## config.mk

```make
export PLATFORM = sky130hd
export DESIGN_NAME = mssmp_ctrl
export DESIGN_NICKNAME = d
export VERILOG_FILES = /design/src/hw/rtl/mssmp_pkg.sv /design/src/hw/rtl/mssmp_ctrl.sv
export SDC_FILE = /design/constraint.sdc
export NUM_CORES = 1
export LEC_CHECK = 0
export BUFFER_PORTS_ARGS = -buffer_cell sky130_fd_sc_hd__buf_2
export CAP_MARGIN = 20
export CORE_AREA = 4 4 41 43
export CTS_CLUSTER_SIZE = 25
export DETAILED_ROUTE_END_ITERATION = 10
export DIE_AREA = 0 0 45 47
export PLACE_DENSITY = 0.53
export SLEW_MARGIN = 10
export SYNTH_ARGS = -nofsm -noshare
export SYNTH_HDL_FRONTEND = slang
export SYNTH_SLANG_ARGS = --single-unit
```

## constraint.sdc

```tcl
create_clock -name clk_i -period 3.3 [get_ports clk_i]
set_clock_uncertainty 0.1 [all_clocks]
set_input_delay 0.165 -clock clk_i [delete_from_list [all_inputs] [get_ports clk_i]]
set_output_delay 0.165 -clock clk_i [all_outputs]
set_load 0.01 [all_outputs]
```

## src/hw/rtl/mssmp_pkg.sv

```systemverilog
// ----------------------------------------------------------------------------
// mssmp_pkg
// Shared sizes, types and command/status bundles for the minimum sum of
// segment maxima partition block.
// ----------------------------------------------------------------------------
package mssmp_pkg;

  localparam int MAX_JOBS  = 256;
  localparam int MAX_DAYS  = 16;
  localparam int DIFF_W    = 16;                        // stored difficulty bits
  localparam int DIFF_IN_W = 16;                        // difficulty port width
  localparam int DAY_W     = 5;                         // day_count register width
  localparam int TOTAL_W   = 24;                        // min_total width

  localparam int JOB_AW  = (MAX_JOBS > 1) ? $clog2(MAX_JOBS) : 1;
  localparam int CNT_W   = $clog2(MAX_JOBS + 1);
  localparam int LANE_W  = (MAX_DAYS > 1) ? $clog2(MAX_DAYS) : 1;
  localparam int COST_W  = DIFF_W + $clog2(MAX_DAYS + 1);

  localparam logic [DAY_W-1:0]   DAY_RESET = DAY_W'(1);
  localparam logic [TOTAL_W-1:0] TOTAL_MAX = '1;

  // One cost row: lane l holds the cost for l+1 days left.
  typedef logic [MAX_DAYS-1:0][COST_W-1:0] cost_row_t;

  typedef struct packed {
    logic load;       // take the input transaction
    logic start;      // begin the table fill at the last row
    logic issue;      // read job j and cost row j+1
    logic write_row;  // store the finished row, step to the previous one
    logic finish;     // capture the result into the output register
  } dp_cmd_t;

  typedef struct packed {
    logic last_j;     // current j is the final job
    logic i_zero;     // working on row 0
    logic busy;       // scan pipeline still holds reads
    logic feasible;   // latched partition check
    logic out_free;   // output register can take a result
  } dp_sts_t;

endpackage

```

## src/hw/rtl/mssmp_ctrl.sv

```systemverilog
// ----------------------------------------------------------------------------
// mssmp_ctrl
// Sequencer: job loading, row-by-row table fill, result hand-off.
// ----------------------------------------------------------------------------
module mssmp_ctrl (
  input  logic                clk_i,
  input  logic                rst_ni,
  input  logic                in_valid_i,
  input  logic                last_i,
  input  mssmp_pkg::dp_sts_t  sts_i,
  output mssmp_pkg::dp_cmd_t  cmd_o,
  output logic                in_ready_o
);

  typedef enum logic [2:0] {
    ST_LOAD,
    ST_START,
    ST_SCAN,
    ST_DRAIN,
    ST_WRITE,
    ST_FINISH
  } state_e;

  state_e state_q, state_d;

  always_comb begin
    state_d = state_q;
    cmd_o   = '0;
    unique case (state_q)
      ST_LOAD: begin
        if (in_valid_i) begin
          cmd_o.load = 1'b1;
          if (last_i) state_d = ST_START;
        end
      end
      ST_START: begin
        cmd_o.start = 1'b1;
        state_d = sts_i.feasible ? ST_SCAN : ST_FINISH;
      end
      ST_SCAN: begin
        cmd_o.issue = 1'b1;
        if (sts_i.last_j) state_d = ST_DRAIN;
      end
      ST_DRAIN: begin
        if (!sts_i.busy) state_d = ST_WRITE;
      end
      ST_WRITE: begin
        cmd_o.write_row = 1'b1;
        state_d = sts_i.i_zero ? ST_FINISH : ST_SCAN;
      end
      ST_FINISH: begin
        if (sts_i.out_free) begin
          cmd_o.finish = 1'b1;
          state_d = ST_LOAD;
        end
      end
      default: state_d = ST_LOAD;
    endcase
  end

  assign in_ready_o = (state_q == ST_LOAD);

  always_ff @(posedge clk_i or negedge rst_ni) begin
    if (!rst_ni) begin
      state_q <= ST_LOAD;
    end else begin
      state_q <= state_d;
    end
  end

endmodule

```

==> qor.txt <==
Run status -> completed
Most frequent cells in the layout -> buf_2 (14), nand2_1 (5), clkbuf_4 (3), dfrtp_1 (3)
Vias -> 312
Syn avg cell area -> 8.95 µm²
#FFs+latches synth -> 3
Inserted Diodes -> 0
Req. time, crit path -> 3.03 ns
Total negative slack -> 0 ns
Gp weighted congestion -> 0.786
Netlist cell types -> 25
H-tree depth -> 1
Post-layout util -> 30.9%
Vias in the first global route -> 288
Most common cell after layout, fill and taps aside -> buf_2
Largest net degree at the start of global routing -> 14
Detailed placement HPWL -> 545 µm
CTS tree -> yes
Core ar. -> 0.00130 mm²
Setup bufs post-CTS -> 0
Fmax -> 626 MHz
Worst setup EP type -> output pin
CTS Buf Count -> 3
LEAKAGE -> 0.208 nW
Critical path data arrival time -> 1.33 ns
Max Cap Viol -> 0
Setup violations, final -> 0
Total Power -> 0.335 mW
Mapped cell area -> 295 µm²
Dpl cells -> 60
Clock Pin Slew Worst Setup and Hold Paths -> 0.04 ns
CP max FO -> 12
Cell Chain, Critical Path -> or2b_1, nor2_1, buf_2
Rel. slew slack -> 70.8%
Share of the cycle needed by the critical path after routing -> 48.4%
ANT nets after route -> 0
Initial antenna violation count -> 0
Unrepaired setup endpoints after global routing -> no
Synthesis Warnings -> 0
Clock latency on the worst-skew pair -> 0.24 ns
CP Buf/Inv Count -> 1
WL final -> 762 µm
Cell count after synthesis -> 33
Initial core utilization -> 22.7%
I/O Buffers -> 14
Layout cells sized above 1 -> 40.0%
Nets -> 60
First-pass DRT Iterations -> 3
Die ar. -> 0.00212 mm²
Post-synthesis sequential area ratio -> 25.4%
Slowest CP cell -> dfrtp_1
Least-Margin Pin Slew -> 0.437 ns
Pins Over Slew Limit -> 0
Final hold vios -> 0
First-pass GRT wire length -> 1.26 mm
Top flop regs -> state_q x3
Root Buffer -> clkbuf_4
Pre-CTS setup slack -> 1.90 ns
Drt initial violations -> 5
Area Overhead vs Synth -> 36.0%
Gr ovfl total -> 0
Row cnt -> 13
Chip height -> 47 µm
Final Worst Setup Slack -> 1.70 ns
Wirelength per Cell -> 11.7 µm
Cell Pwr Density -> 834 mW/mm²
Vias per std cell -> 4.80
I/O pin count -> 15
Drc violations -> 0
Worst path max stage delay -> 0.59 ns
CP delay by family, top -> flip-flops
Largest register FFs -> 3
Peak VDD IR -> 306 µV
Die width -> 45 µm
Clk sinks -> 3
Hold WC Path Type -> in2reg
Clk buf depth -> 2
Syn nets -> 42
Finished Layout Cells -> 65
Critical Path Source Type -> flip-flop
Top reg by flops -> state_q
Crit Path Class -> reg2out
GRT Util Overall -> 8.61%
Crit path time final -> 1.60 ns
## layer usage
layer  wire length [µm]  part of all wire [%]  global-route usage [%]  vias up
met4                 36                   4.7                    8.77        0
met2                298                    39                    12.1       19
li1                   -                     -                       -      153
met1                341                    45                    10.7      135
met3                 85                    11                    1.53        5
met5                  0                     0                       0        -
## stage by stage
stage	hold WS, ns	cell area, µm²
after detailed placement	-0.133	365
after floorplan	-0.231	295
after global placement	-0.137	365
after CTS	0.0559	402
after global routing	0.0644	402
final	0.0564	402
## worst register-to-register path, stage by stage, from the launching register on
cell	delay, ns
dfrtp_1	0.59
nor2_1	0.13
a2111oi_1	0.48
a211o_1	0.17
## cell type report
class | instances | area (µm²)
Clock buffer | 4 | 26.3
Fill cell | 150 | 900
Inverter | 1 | 3.75
Multi-Input combinational cell | 27 | 198
Sequential cell | 3 | 75.1
Tap cell | 15 | 18.8
Timing Repair Buffer | 15 | 80.1
## repair_timing
item / in CTS / in global routing
gates resized for setup: 0 / 0
hold endpoints to repair: 3 / 0
hold buffers: 1 / 0
## worst paths after layout
check                      slack, ns         end  depth (start not counted)        from
max                             1.70    cmd_o[2]                          3  state_q[1]
min                             0.06  state_q[2]                          2    sts_i[0]
max reg2reg                     1.76  state_q[0]                          3  state_q[0]
min reg2reg                     0.65  state_q[1]                          2  state_q[2]
max in group asynchronous       2.84  state_q[0]                          2      rst_ni
min in group asynchronous       0.15  state_q[2]                          2      rst_ni
## power breakdown
part	switching [mW]	internal, mW	leakage (nW)	total [mW]
clock network	0.0206	0.0454	0.0150	0.0660
registers	0.0531	0.0531	0.0377	0.106
logic	0.0733	0.0896	0.155	0.163
## kinds of logic after synthesis
group                  synth area share [%]
AO/OA/AOI/OAI                          22.0
buffers and inverters                  7.63
flip-flops                             25.4
multiplexers                           3.39
AND/OR/NAND/NOR                        41.5
## cell usage after synthesis (all sizes together)
cell type | instances | area [µm²]
dfrtp | 3 | 75.1
or2 | 1 | 6.26
mux2i | 1 | 10.0
o22ai | 1 | 6.26
inv | 1 | 3.75
a2111oi | 1 | 10.0
and2 | 1 | 6.26
nand2b | 1 | 6.26
nor2b | 2 | 12.5
a221o | 1 | 10.0
a22oi | 1 | 7.51
and3 | 1 | 6.26
nor3b | 1 | 18.8
nor2 | 2 | 7.51
or2b | 1 | 7.51
o21ai | 1 | 5.00
buf | 2 | 18.8
a211o | 1 | 8.76
nand3b | 1 | 20.0
a211oi | 1 | 12.5
nand2 | 5 | 18.8
nor3 | 1 | 5.00
a21oi | 1 | 5.00
and2b | 1 | 7.51
Power figures use the tool's default switching activity.
